$ cat config.mk
export PLATFORM = sky130hd
export DESIGN_NAME = code_span_end_finder
export DESIGN_NICKNAME = d
export VERILOG_FILES = /design/src/design/csef_pkg.sv /design/src/design/csef_step.sv /design/src/design/code_span_end_finder.sv
export SDC_FILE = /design/constraint.sdc
export NUM_CORES = 1
export LEC_CHECK = 0
export BUFFER_PORTS_ARGS = -buffer_cell sky130_fd_sc_hd__buf_2
export CELL_PAD_IN_SITES_DETAIL_PLACEMENT = 1
export CELL_PAD_IN_SITES_GLOBAL_PLACEMENT = 1
export CORE_MARGIN = 2
export CORE_UTILIZATION = 25
export DETAILED_ROUTE_END_ITERATION = 16
export HOLD_SLACK_MARGIN = 0.03
export MAX_ROUTING_LAYER = met4
export PLACE_DENSITY = 0.45
export SLEW_MARGIN = 30
export SYNTH_ARGS = -nofsm -noshare
export SYNTH_HDL_FRONTEND = slang
export SYNTH_SLANG_ARGS = --single-unit
$ cat constraint.sdc
create_clock -name clk -period 11.23 [get_ports clk]
set_input_delay 1.6845 -clock clk [delete_from_list [all_inputs] [get_ports clk]]
set_output_delay 1.6845 -clock clk [all_outputs]
set_load 0.005 [all_outputs]
$ cat src/design/csef_pkg.sv
// Package for the code span end finder: sizes, character codes, scan phase
// codes, the scan state and result structs and the state after a finished scan.
// No dependencies.
package csef_pkg;

    localparam int NEST_LIMIT = 8;
    localparam int DEPTH_BITS = 8;
    localparam int CHAR_BITS  = 21;
    localparam int NEST_BITS  = $clog2(NEST_LIMIT + 1);
    localparam int TOP_BITS   = (NEST_LIMIT > 1) ? $clog2(NEST_LIMIT) : 1;
    localparam int CFG_IDX_BITS = 2;
    localparam int STOP_BITS  = 7;

    localparam logic [DEPTH_BITS-1:0] DEPTH_MAX = {DEPTH_BITS{1'b1}};
    localparam logic [NEST_BITS-1:0]  NEST_MAX  = NEST_BITS'(NEST_LIMIT);

    // character codes
    localparam logic [CHAR_BITS-1:0] CH_RBRACE    = 21'h7D;
    localparam logic [CHAR_BITS-1:0] CH_LBRACE    = 21'h7B;
    localparam logic [CHAR_BITS-1:0] CH_BACKTICK  = 21'h60;
    localparam logic [CHAR_BITS-1:0] CH_DOLLAR    = 21'h24;
    localparam logic [CHAR_BITS-1:0] CH_BACKSLASH = 21'h5C;
    localparam logic [CHAR_BITS-1:0] CH_NEWLINE   = 21'h0A;
    localparam logic [CHAR_BITS-1:0] CH_SLASH     = 21'h2F;
    localparam logic [CHAR_BITS-1:0] CH_STAR      = 21'h2A;
    localparam logic [CHAR_BITS-1:0] CH_SQUOTE    = 21'h27;
    localparam logic [CHAR_BITS-1:0] CH_DQUOTE    = 21'h22;
    localparam logic [CHAR_BITS-1:0] CH_SPACE     = 21'h20;
    localparam logic [CHAR_BITS-1:0] CH_TAB       = 21'h09;
    localparam logic [CHAR_BITS-1:0] CH_CR        = 21'h0D;

    // quote kinds
    localparam logic [1:0] QK_NONE   = 2'd0;
    localparam logic [1:0] QK_SINGLE = 2'd1;
    localparam logic [1:0] QK_DOUBLE = 2'd2;

    // scan phases
    localparam logic [3:0] PH_SKIP        = 4'd0;
    localparam logic [3:0] PH_CODE        = 4'd1;
    localparam logic [3:0] PH_STOP1       = 4'd2;
    localparam logic [3:0] PH_STOP2       = 4'd3;
    localparam logic [3:0] PH_STRING      = 4'd4;
    localparam logic [3:0] PH_STRING_ESC  = 4'd5;
    localparam logic [3:0] PH_TMPL        = 4'd6;
    localparam logic [3:0] PH_TMPL_ESC    = 4'd7;
    localparam logic [3:0] PH_TMPL_DOLLAR = 4'd8;
    localparam logic [3:0] PH_HOLE        = 4'd9;
    localparam logic [3:0] PH_SLASH       = 4'd10;
    localparam logic [3:0] PH_LINE        = 4'd11;
    localparam logic [3:0] PH_BLOCK       = 4'd12;
    localparam logic [3:0] PH_BLOCK_STAR  = 4'd13;

    // configuration register indexes
    localparam logic [CFG_IDX_BITS-1:0] CFG_STOP_ENABLE = 2'd0;
    localparam logic [CFG_IDX_BITS-1:0] CFG_STOP_FIRST  = 2'd1;
    localparam logic [CFG_IDX_BITS-1:0] CFG_STOP_SECOND = 2'd2;

    typedef struct packed {
        logic                                  stop_enable;
        logic [STOP_BITS-1:0]                  stop_first_char;
        logic [STOP_BITS-1:0]                  stop_second_char;
    } stop_cfg_t;

    typedef struct packed {
        logic [3:0]                            phase;
        logic [1:0]                            quote_kind;
        logic [DEPTH_BITS-1:0]                 code_depth;
        logic                                  after_space_flag;
        logic                                  seen_code;
        logic [NEST_BITS-1:0]                  nest_level;
        logic [NEST_LIMIT-1:0][DEPTH_BITS-1:0] hole_depths;
        logic                                  string_in_hole;
    } scan_state_t;

    typedef struct packed {
        logic skipped;
        logic mark_before;
        logic mark_after;
        logic done_res;
        logic accepted;
        logic overflow;
    } scan_result_t;

    localparam scan_state_t SCAN_CLEAR = '{
        phase:            PH_SKIP,
        quote_kind:       QK_NONE,
        code_depth:       '0,
        after_space_flag: 1'b1,
        seen_code:        1'b0,
        nest_level:       '0,
        hole_depths:      '0,
        string_in_hole:   1'b0
    };

    localparam stop_cfg_t STOP_CFG_RESET = '{
        stop_enable:      1'b0,
        stop_first_char:  7'd111,
        stop_second_char: 7'd102
    };

endpackage

$ cat src/design/csef_step.sv
// Per-character scan step: next scan state and the result for one character.
// Pure combinational logic; depends on csef_pkg.
module csef_step
    import csef_pkg::*;
(
    input  scan_state_t            cur,
    input  stop_cfg_t              cfg,
    input  logic [CHAR_BITS-1:0]   char_code,
    input  logic                   end_of_input,
    output scan_state_t            nxt,
    output scan_result_t           res
);

    logic                  is_space;
    logic                  run_code;
    logic                  run_tmpl;
    logic                  do_push;
    logic                  done;
    logic                  ovf;
    logic                  acc;
    logic                  mb;
    logic                  ma;
    logic                  skp;
    logic [TOP_BITS-1:0]   top_idx;
    logic [DEPTH_BITS-1:0] hole_cur;
    logic [DEPTH_BITS-1:0] hole_dec;
    logic [CHAR_BITS-1:0]  stop_first;
    logic [CHAR_BITS-1:0]  stop_second;

    assign is_space = (char_code == CH_SPACE) ||
                      ((char_code >= CH_TAB) && (char_code <= CH_CR));
    assign stop_first  = CHAR_BITS'(cfg.stop_first_char);
    assign stop_second = CHAR_BITS'(cfg.stop_second_char);
    assign top_idx  = (cur.nest_level == '0) ? '0 : TOP_BITS'(cur.nest_level - 1'b1);
    assign hole_cur = cur.hole_depths[top_idx];
    assign hole_dec = (hole_cur != '0) ? hole_cur - 1'b1 : hole_cur;

    always_comb
    begin
        nxt      = cur;
        run_code = 1'b0;
        run_tmpl = 1'b0;
        do_push  = 1'b0;
        done     = 1'b0;
        ovf      = 1'b0;
        acc      = 1'b0;
        mb       = 1'b0;
        ma       = 1'b0;
        skp      = 1'b0;

        if (end_of_input)
        begin
            done = 1'b1;
        end
        else
        begin
            case (cur.phase)
                PH_CODE:
                begin
                    run_code = 1'b1;
                end
                PH_STOP1:
                begin
                    if (char_code == stop_second)
                    begin
                        nxt.phase = PH_STOP2;
                    end
                    else
                    begin
                        mb = 1'b1;
                        nxt.seen_code = 1'b1;
                        nxt.after_space_flag = 1'b0;
                        run_code = 1'b1;
                    end
                end
                PH_STOP2:
                begin
                    if (is_space || char_code == CH_RBRACE)
                    begin
                        done = 1'b1;
                        acc  = cur.seen_code;
                    end
                    else
                    begin
                        mb = 1'b1;
                        nxt.seen_code = 1'b1;
                        nxt.after_space_flag = 1'b0;
                        run_code = 1'b1;
                    end
                end
                PH_STRING:
                begin
                    if (char_code == CH_BACKSLASH)
                    begin
                        nxt.phase = PH_STRING_ESC;
                    end
                    else if ((cur.quote_kind == QK_SINGLE && char_code == CH_SQUOTE) ||
                             (cur.quote_kind == QK_DOUBLE && char_code == CH_DQUOTE))
                    begin
                        if (cur.string_in_hole)
                        begin
                            nxt.phase = PH_HOLE;
                        end
                        else
                        begin
                            nxt.phase = PH_CODE;
                            ma = 1'b1;
                            nxt.seen_code = 1'b1;
                        end
                    end
                    else if (char_code == CH_NEWLINE)
                    begin
                        // a newline inside a hole does nothing more there
                        if (cur.string_in_hole)
                        begin
                            nxt.phase = PH_HOLE;
                        end
                        else
                        begin
                            mb = 1'b1;
                            nxt.seen_code = 1'b1;
                            run_code = 1'b1;
                        end
                    end
                end
                PH_STRING_ESC:
                begin
                    nxt.phase = PH_STRING;
                end
                PH_TMPL:
                begin
                    run_tmpl = 1'b1;
                end
                PH_TMPL_ESC:
                begin
                    nxt.phase = PH_TMPL;
                end
                PH_TMPL_DOLLAR:
                begin
                    if (char_code == CH_LBRACE)
                    begin
                        nxt.hole_depths[top_idx] = DEPTH_BITS'(1);
                        nxt.phase = PH_HOLE;
                    end
                    else
                    begin
                        run_tmpl = 1'b1;
                    end
                end
                PH_HOLE:
                begin
                    if (char_code == CH_LBRACE)
                    begin
                        if (hole_cur == DEPTH_MAX)
                        begin
                            done = 1'b1;
                            ovf  = 1'b1;
                        end
                        else
                        begin
                            nxt.hole_depths[top_idx] = hole_cur + 1'b1;
                        end
                    end
                    else if (char_code == CH_RBRACE)
                    begin
                        nxt.hole_depths[top_idx] = hole_dec;
                        if (hole_dec == '0)
                        begin
                            nxt.phase = PH_TMPL;
                        end
                    end
                    else if (char_code == CH_SQUOTE || char_code == CH_DQUOTE)
                    begin
                        nxt.quote_kind = (char_code == CH_SQUOTE) ? QK_SINGLE : QK_DOUBLE;
                        nxt.string_in_hole = 1'b1;
                        nxt.phase = PH_STRING;
                    end
                    else if (char_code == CH_BACKTICK)
                    begin
                        do_push = 1'b1;
                    end
                end
                PH_SLASH:
                begin
                    if (char_code == CH_SLASH)
                    begin
                        nxt.phase = PH_LINE;
                    end
                    else if (char_code == CH_STAR)
                    begin
                        nxt.phase = PH_BLOCK;
                    end
                    else
                    begin
                        mb = 1'b1;
                        nxt.seen_code = 1'b1;
                        run_code = 1'b1;
                    end
                end
                PH_LINE:
                begin
                    if (char_code == CH_NEWLINE)
                    begin
                        mb = 1'b1;
                        nxt.seen_code = 1'b1;
                        run_code = 1'b1;
                    end
                end
                PH_BLOCK:
                begin
                    if (char_code == CH_STAR)
                    begin
                        nxt.phase = PH_BLOCK_STAR;
                    end
                end
                PH_BLOCK_STAR:
                begin
                    if (char_code == CH_SLASH)
                    begin
                        ma = 1'b1;
                        nxt.seen_code = 1'b1;
                        nxt.phase = PH_CODE;
                    end
                    else
                    begin
                        nxt.phase = (char_code == CH_STAR) ? PH_BLOCK_STAR : PH_BLOCK;
                    end
                end
                default:
                begin
                    // leading whitespace skip; unused codes fall back here too
                    nxt.phase = PH_SKIP;
                    if (is_space)
                    begin
                        skp = 1'b1;
                    end
                    else
                    begin
                        run_code = 1'b1;
                    end
                end
            endcase

            // template body, also re-entered after a lone '$'
            if (run_tmpl)
            begin
                nxt.phase = PH_TMPL;
                if (char_code == CH_BACKSLASH)
                begin
                    nxt.phase = PH_TMPL_ESC;
                end
                else if (char_code == CH_BACKTICK)
                begin
                    if (cur.nest_level <= NEST_BITS'(1))
                    begin
                        nxt.nest_level = '0;
                        nxt.phase = PH_CODE;
                        ma = 1'b1;
                        nxt.seen_code = 1'b1;
                    end
                    else
                    begin
                        nxt.nest_level = cur.nest_level - 1'b1;
                        nxt.phase = PH_HOLE;
                    end
                end
                else if (char_code == CH_DOLLAR)
                begin
                    nxt.phase = PH_TMPL_DOLLAR;
                end
            end

            // plain code, using the flags as updated above
            if (run_code)
            begin
                nxt.phase = PH_CODE;
                if (nxt.code_depth == '0 && char_code == CH_RBRACE)
                begin
                    done = 1'b1;
                    acc  = nxt.seen_code;
                end
                else if (cfg.stop_enable && nxt.code_depth == '0 &&
                         nxt.after_space_flag && char_code == stop_first)
                begin
                    nxt.phase = PH_STOP1;
                end
                else if (is_space)
                begin
                    nxt.after_space_flag = 1'b1;
                end
                else
                begin
                    nxt.after_space_flag = 1'b0;
                    if (char_code == CH_SQUOTE || char_code == CH_DQUOTE)
                    begin
                        nxt.quote_kind = (char_code == CH_SQUOTE) ? QK_SINGLE : QK_DOUBLE;
                        nxt.string_in_hole = 1'b0;
                        nxt.phase = PH_STRING;
                    end
                    else if (char_code == CH_BACKTICK)
                    begin
                        do_push = 1'b1;
                    end
                    else if (char_code == CH_SLASH)
                    begin
                        nxt.phase = PH_SLASH;
                    end
                    else if (char_code == CH_LBRACE && nxt.code_depth == DEPTH_MAX)
                    begin
                        done = 1'b1;
                        ovf  = 1'b1;
                    end
                    else
                    begin
                        if (char_code == CH_LBRACE)
                        begin
                            nxt.code_depth = nxt.code_depth + 1'b1;
                        end
                        else if (char_code == CH_RBRACE)
                        begin
                            nxt.code_depth = nxt.code_depth - 1'b1;
                        end
                        ma = 1'b1;
                        nxt.seen_code = 1'b1;
                    end
                end
            end

            // open a template, or overflow when the stack is full
            if (do_push)
            begin
                if (cur.nest_level >= NEST_MAX)
                begin
                    done = 1'b1;
                    ovf  = 1'b1;
                end
                else
                begin
                    nxt.hole_depths[TOP_BITS'(cur.nest_level)] = '0;
                    nxt.nest_level = cur.nest_level + 1'b1;
                    nxt.phase = PH_TMPL;
                end
            end
        end

        if (done)
        begin
            nxt = SCAN_CLEAR;
            skp = 1'b0;
            if (end_of_input || ovf)
            begin
                mb  = 1'b0;
                ma  = 1'b0;
                acc = 1'b0;
            end
        end

        res.skipped     = skp;
        res.mark_before = mb;
        res.mark_after  = ma;
        res.done_res    = done;
        res.accepted    = acc;
        res.overflow    = ovf;
    end

endmodule

$ cat src/design/code_span_end_finder.sv
// Top level of the code span end finder: configuration registers, scan state
// register and output result register. Depends on csef_pkg and csef_step.
//
// Usage:
// - Input channel (in_valid, in_stall, char_code, end_of_input) carries one
//   character per transaction; a transaction completes when in_valid is high
//   and in_stall is low at a rising edge of clk.
// - Output channel (out_valid, out_stall and the six flag ports) carries one
//   result per input transaction, in order.
// - Configuration channel (cfg_valid, cfg_ready, cfg_index, cfg_data) writes
//   stop_enable (index 0), stop_first_char (1) and stop_second_char (2);
//   cfg_ready is always high and other indexes are ignored.
// - Each result is registered and is valid in the cycle after its input transaction.
// - Throughput: one character per cycle while in_stall is low, set by the combinational
//   scan step between the state register and the result register.
// - A stalled output holds its result; the input is stalled only while a
//   result is held and the receiver stalls, so items keep flowing otherwise.
// - Reset (rst_n low) empties the output, restores the configuration defaults
//   and returns the scan to leading whitespace skip. A finished scan (done)
//   clears the scan state so the next character starts a new scan.
module code_span_end_finder
    import csef_pkg::*;
(
    input  logic                    clk,
    input  logic                    rst_n,
    input  logic                    in_valid,
    output logic                    in_stall,
    input  logic [CHAR_BITS-1:0]    char_code,
    input  logic                    end_of_input,
    output logic                    out_valid,
    input  logic                    out_stall,
    output logic                    skipped,
    output logic                    mark_before,
    output logic                    mark_after,
    output logic                    done_res,
    output logic                    accepted,
    output logic                    overflow,
    input  logic                    cfg_valid,
    output logic                    cfg_ready,
    input  logic [CFG_IDX_BITS-1:0] cfg_index,
    input  logic [STOP_BITS-1:0]    cfg_data
);

    stop_cfg_t    cfg_reg;
    scan_state_t  state_reg;
    scan_state_t  state_next;
    scan_result_t result_reg;
    scan_result_t result_next;
    logic         out_valid_reg;
    logic         in_accept;

    assign in_stall  = out_valid_reg && out_stall;
    assign in_accept = in_valid && !in_stall;
    assign cfg_ready = 1'b1;

    csef_step u_step (
        .cur          (state_reg),
        .cfg          (cfg_reg),
        .char_code    (char_code),
        .end_of_input (end_of_input),
        .nxt          (state_next),
        .res          (result_next)
    );

    always_ff @(posedge clk or negedge rst_n)
    begin
        if (!rst_n)
        begin
            cfg_reg <= STOP_CFG_RESET;
        end
        else if (cfg_valid)
        begin
            case (cfg_index)
                CFG_STOP_ENABLE: cfg_reg.stop_enable      <= cfg_data[0];
                CFG_STOP_FIRST:  cfg_reg.stop_first_char  <= cfg_data;
                CFG_STOP_SECOND: cfg_reg.stop_second_char <= cfg_data;
                default:         cfg_reg                  <= cfg_reg;
            endcase
        end
    end

    // advance the scan on every input transaction
    always_ff @(posedge clk or negedge rst_n)
    begin
        if (!rst_n)
        begin
            state_reg     <= SCAN_CLEAR;
            out_valid_reg <= 1'b0;
        end
        else
        begin
            if (in_accept)
            begin
                state_reg     <= state_next;
                out_valid_reg <= 1'b1;
            end
            else if (!out_stall)
            begin
                out_valid_reg <= 1'b0;
            end
        end
    end

    always_ff @(posedge clk)
    begin
        if (in_accept)
        begin
            result_reg <= result_next;
        end
    end

    assign out_valid   = out_valid_reg;
    assign skipped     = result_reg.skipped;
    assign mark_before = result_reg.mark_before;
    assign mark_after  = result_reg.mark_after;
    assign done_res    = result_reg.done_res;
    assign accepted    = result_reg.accepted;
    assign overflow    = result_reg.overflow;

endmodule

==> results.sh, run 1 <==
export IMPL_run_status="finished, final reports clean"
export IMPL_cts_setup_buffers=0
export IMPL_wl_um=44400
export IMPL_synth_async_reset_ratio_pct=94.4
export IMPL_drcViolationCount=0
export IMPL_mostFrequentLayoutCells="nand2_1, o21ai_0, nor2_1"
export IMPL_clkTransAtPathRegs_ps=80
export IMPL_worstSetupStartpointType="primary input"
export IMPL_cts_root_buf="clkbuf_16"
export IMPL_dr_pass1_iters=5
export IMPL_ys_seq_area_share_pct=30.1
export IMPL_largest_reg_flops=85
export IMPL_final_min_clock_period_ps=6360
export IMPL_slowest_stage="or2_1"
export IMPL_cts_tree="done"
export IMPL_setup_viol=0
export IMPL_worst_slew_pin_slew_ps=991
export IMPL_die_area_sq_um=37600
export IMPL_die_height_um=194
export IMPL_finalCritPeriodShare_pct=56.6
export IMPL_cp_common_cell="o21ai_0"
export IMPL_htree_levels=3
export IMPL_cts_buffers=9
export IMPL_synth_warnings=0
export IMPL_max_stage_delay_ps=780
export IMPL_rows=69
export IMPL_grt_pass1_vias=9744
export IMPL_fin_util_pct=28.3
export IMPL_io_buffers=43
export IMPL_powerDensity_nw_per_um2=108
export IMPL_crit_buf_inv=2
export IMPL_path_class="primary input to flop"
export IMPL_antenna_found_initial=1
export IMPL_drv_cap=0
export IMPL_route_met2_wl_um=20700
export IMPL_ir_worst_vdd_uv=73.9
export IMPL_drt_iter0_drc=682
export IMPL_n_antenna_cell=0
export IMPL_gr_usage_all_layers_pct=24.3
export IMPL_coreArea_sq_um=35600
export IMPL_ys_flop_type="dfrtp_1"
export IMPL_ys_types=92
export IMPL_synth_nets=1188
export IMPL_met1_length_um=20000
export IMPL_path_cells="buf_2 -> nor4_1 -> nand4_1 -> or2_1 -> a311oi_1 -> nor3_1 -> a2111oi_0 -> and2_1 -> inv_2 -> nor2_2 -> o21ai_0 -> o21ai_0"
export IMPL_gp_congestion=0.886
export IMPL_hpwl_um=32400
export IMPL_antenna_left=0
export IMPL_rsz0062_at_grt="false"
export IMPL_clk_latency_ps=390
export IMPL_finalHoldViolations=0
export IMPL_synth_edf_count=6
export IMPL_yosys_register_bits=107
export IMPL_nFillCells=4285
export IMPL_max_freq_ghz=0.157
export IMPL_cellLeakagePower_uw=0.00357
export IMPL_fin_worst_skew_ps=10.3
export IMPL_dr_wl_met3_um=2110
export IMPL_start_util_pct=25.4
export IMPL_syn_area_sq_um=9030
export IMPL_grt_max_degree=61
export IMPL_top_layer="met4"
export IMPL_netlist_instances=1140
export IMPL_ioPinCount=45
export IMPL_ctsResizeCount=0
export IMPL_cp_end_kind="flop"
export IMPL_cp_max_fo=16
export IMPL_worstPathArrival_ps=6660
export IMPL_hold_buffers=0
export IMPL_nets=1194
export IMPL_detail_route_wl_per_cell_um=27.5
export IMPL_vias=9520
export IMPL_syn2layout_area_growth_pct=11.4
export IMPL_crit_family="simple AND/OR/NAND/NOR gates"
export IMPL_hp_class="flop to flop"
export IMPL_grt_pass1_wl_um=66500
export IMPL_report_final_slew_viol_count=0
export IMPL_grt_ovfl_total=0
export IMPL_clock_sinks=107
export IMPL_drive_gt1_share_pct=13.4
export IMPL_setup_tns_ps=0
export IMPL_syn_avg_cell_area_sq_um=7.92
export IMPL_die_w_um=194
export IMPL_cts_buffer_depth=2
export IMPL_crit_required_ps=11530
export IMPL_viasPerCell=5.91
export IMPL_final_common_cell="nand2_1"
export IMPL_worst_slew_margin_rel_pct=33.9
## final cells by class
| class | count | area [sq um] | area share [%] |
|---|---|---|---|
| clock buffers | 11 | 264 | 2.63 |
| clock inverters | 5 | 56.3 | 0.560 |
| inverters | 39 | 146 | 1.46 |
| multi-input cells | 919 | 5860 | 58.3 |
| flip-flops and latches | 107 | 2720 | 27.1 |
| well taps | 461 | 577 | 5.74 |
| repair buffers | 70 | 420 | 4.18 |
## metal layers
layer  vias up  track usage, %
li1       4342               -
met1      4799            31.5
met2       305            38.5
met3        74            3.53
met4         0            8.87
met5         -               -
## tightest hold or removal path, stage by stage, from the launching register on
cell and delay, ps:
dfrtp_1 350, nand2_1 60, o31ai_1 60
## per-stage QoR
stage               instance area (sq um)  setup WS [ps]  power, uW  hold slack (ps)  cells
global placement                     9690           4740        729              476   1596
floorplan                            9030           5990        635              448   1140
detailed placement                   9720           4480        728              480   1596
global route                        10100           4300       1150              524   1612
finish                              10100           4870       1090              493   1612
CTS                                 10000           4870       1100              498   1612
## cell families (layout without fill, tap and decap cells)
family	count (synthesis)	count (layout)	share of synthesized area (%)
AOI/OAI and AO/OA	446	446	33.5
and+or+nand+nor	393	393	21.8
buffers and inverters	114	125	5.46
DFF	107	107	30.1
muxes	39	39	4.55
xor gates and xnor gates	28	28	2.72
adders and majority gates	12	12	1.75
other	1	1	0.0415
## Yosys cell counts, types with 12 or more instances
cell type / instances / share of area, %
nand2_1: 113 / 4.7
o21ai_0: 102 / 5.7
nor2_1: 98 / 4.1
dfrtp_1: 90 / 25
a21oi_1: 86 / 4.8
clkbuf_1: 56 / 2.3
inv_1: 38 / 1.6
o22ai_1: 29 / 2.0
nand3_1: 27 / 1.5
nor3_1: 26 / 1.4
mux2i_1: 23 / 2.6
o31ai_1: 23 / 1.9
a22o_1: 21 / 2.0
mux2_2: 16 / 2.0
nor4_1: 16 / 1.1
xnor2_1: 16 / 1.6
a32o_1: 14 / 1.6
o21ai_1: 13 / 0.72
a21o_1: 12 / 1.0
a221oi_1: 12 / 1.2
nand4_1: 12 / 0.83
o211ai_1: 12 / 1.0
or3_1: 12 / 0.83
xor2_1: 12 / 1.2
## power breakdown
part	leakage, uW	switching, uW	total (uW)	internal, uW
Combinational	0.00200	175	275	99.7
Clock	0.000159	176	369	194
Sequential	0.00141	26.1	444	418
Total	0.00357	377	1090	712
## worst paths after layout
kind	slack, ps	endpoint	depth (start not counted)	startpoint
max in group asynchronous	8610	cfg_reg[3]$_DFFE_PN0P_	2	rst_n
max	4870	state_reg[48]$_DFFE_PN0P_	12	char_code[13]
min	490	state_reg[59]$_DFFE_PN0P_	2	state_reg[59]$_DFFE_PN0P_
min reg2reg	490	state_reg[59]$_DFFE_PN0P_	2	state_reg[59]$_DFFE_PN0P_
max reg2reg	5050	state_reg[48]$_DFFE_PN0P_	15	state_reg[65]$_DFFE_PN0P_
min in group asynchronous	1300	state_reg[38]$_DFFE_PN0P_	1	rst_n
(Power assumes the default switching activity.)
==> inputs of run 2 (changes only) <==
==> constraint.sdc (replaced) <==
create_clock -name clk -period 6.25 [get_ports clk]
set_input_delay 0.9375 -clock clk [delete_from_list [all_inputs] [get_ports clk]]
set_output_delay 0.9375 -clock clk [all_outputs]
set_load 0.005 [all_outputs]
==> results.sh, run 2 (same netlist as run 1, synthesis figures left out) <==
export IMPL_rr_worst_depth=15
export IMPL_mostFrequentLayoutCells="nand2_1, o21ai_0, nor2_1"
export IMPL_drt_iter0_drc=777
export IMPL_antenna_left=0
export IMPL_cp_max_fo=48
export IMPL_slowest_stage="nor2_2"
export IMPL_grt_max_degree=54
export IMPL_placed_cell_area_sq_um=9800
export IMPL_drv_cap=0
export IMPL_dr_pass1_iters=5
export IMPL_setup_tns_ps=0
export IMPL_whs_ps=503
export IMPL_final_min_clock_period_ps=5770
export IMPL_stdcell_area_sq_um=10100
export IMPL_largest_reg_flops=85
export IMPL_die_height_um=194
export IMPL_finalCritPeriodShare_pct=92.2
export IMPL_rows=69
export IMPL_antenna_found_initial=0
export IMPL_powerDensity_nw_per_um2=191
export IMPL_vias=9608
export IMPL_rsz0062_at_grt="false"
export IMPL_n_antenna_cell=0
export IMPL_gp_congestion=0.919
export IMPL_run_status="finished, final reports clean"
export IMPL_nets=1208
export IMPL_max_stage_delay_ps=610
export IMPL_drive_gt1_share_pct=13.8
export IMPL_path_cells="buf_4 -> ha_1 -> nor4b_1 -> nor2_1 -> o2111ai_1 -> inv_1 -> ha_1 -> nand2_1 -> nor3_2 -> a32oi_1 -> and2_1 -> inv_2 -> nor2_2 -> o21ai_0 -> o21ai_0"
export IMPL_ctsResizeCount=0
export IMPL_syn2layout_area_growth_pct=11.9
export IMPL_hold_depth=2
export IMPL_drcViolationCount=0
export IMPL_final_common_cell="nand2_1"
export IMPL_fin_worst_skew_ps=7.37
export IMPL_die_area_sq_um=37600
export IMPL_coreArea_sq_um=35600
export IMPL_hpwl_um=33600
export IMPL_setup_viol=0
export IMPL_gr_usage_all_layers_pct=24.7
export IMPL_hp_class="flop to flop"
export IMPL_finalHoldViolations=0
export IMPL_io_buffers=43
export IMPL_max_freq_ghz=0.173
export IMPL_grt_ovfl_total=0
export IMPL_clkTransAtPathRegs_ps=80
export IMPL_clk_latency_ps=390
export IMPL_dpl_cell_count=1610
export IMPL_cp_end_kind="flop"
export IMPL_path_class="flop to flop"
export IMPL_detail_route_wl_per_cell_um=27.8
export IMPL_worstSetupStartpointType="flop"
export IMPL_cellLeakagePower_uw=0.00361
export IMPL_crit_required_ps=6550
export IMPL_start_util_pct=25.4
export IMPL_worst_slew_pin_slew_ps=994
export IMPL_worst_slew_margin_rel_pct=33.2
export IMPL_hold_buffers=0
export IMPL_instances_no_fill=1626
export IMPL_cts_buffers=9
export IMPL_grt_pass1_vias=9780
export IMPL_cts_buffer_depth=2
export IMPL_die_w_um=194
export IMPL_cts_root_buf="clkbuf_16"
export IMPL_worstPathArrival_ps=6070
export IMPL_ioPinCount=45
export IMPL_cts_tree="done"
export IMPL_grt_pass1_wl_um=67300
export IMPL_report_final_slew_viol_count=0
export IMPL_viasPerCell=5.91
export IMPL_clock_sinks=107
export IMPL_nFillCells=4321
export IMPL_cts_setup_buffers=0
export IMPL_htree_levels=3
export IMPL_ir_worst_vdd_uv=140
export IMPL_wl_um=45200
[run 2: path summary, 6_finish.rpt]
kind / startpoint / end / slack (ps)
max reg2reg: state_reg[65]$_DFFE_PN0P_ / state_reg[48]$_DFFE_PN0P_ / 480
min: state_reg[59]$_DFFE_PN0P_ / state_reg[59]$_DFFE_PN0P_ / 500
max: state_reg[65]$_DFFE_PN0P_ / state_reg[48]$_DFFE_PN0P_ / 480
min reg2reg: state_reg[59]$_DFFE_PN0P_ / state_reg[59]$_DFFE_PN0P_ / 500
min in group asynchronous: rst_n / state_reg[43]$_DFFE_PN0P_ / 580
max in group asynchronous: rst_n / state_reg[65]$_DFFE_PN0P_ / 4420
[run 2: layer usage]
layer  up-vias  share of wire (%)  track usage, %  routed length (um)
met1      4866                 44            31.3               20100
met3        83                5.9            5.24                2660
met5         -                  0               -                   0
met4         0                3.7            9.06                1670
met2       289                 46            38.8               20700
li1       4370                  -               -                   -
[run 2: worst max-delay path, delay by kind of cell (launching register included)]
kind,cells,cell delay [ps]
fa+ha+maj,2,680
buf+inv,3,740
flops,1,410
compound gates,4,1560
simple gates,6,2260
[run 2: report_power, final]
| group | leakage [uW] | switching, uW | total (uW) | internal [uW] |
|---|---|---|---|---|
| Sequential | 0.00141 | 51.0 | 803 | 752 |
| Combinational | 0.00207 | 315 | 495 | 180 |
| Clock | 0.000142 | 320 | 636 | 316 |
| Total | 0.00361 | 685 | 1930 | 1250 |
[run 2: area by class of cell]
class	instances	area, sq um	share of cell area, %
clock buffers	10	229	2.27
repair buffers	84	526	5.20
flip-flops and latches	107	2720	27.0
clock inverters	6	71.3	0.706
multi-input cells	919	5830	57.7
well taps	461	577	5.71
inverters	39	146	1.45
[run 2: through the flow]
step	power (uW)	setup slack [ps]	utilization (%)
6_report	1930	485	28.4
3_3_place_gp	1310	761	27.5
3_5_place_dp	1310	673	27.5
2_1_floorplan	1140	1750	-
5_1_grt	2040	147	28.4
4_1_cts	1960	603	28.4
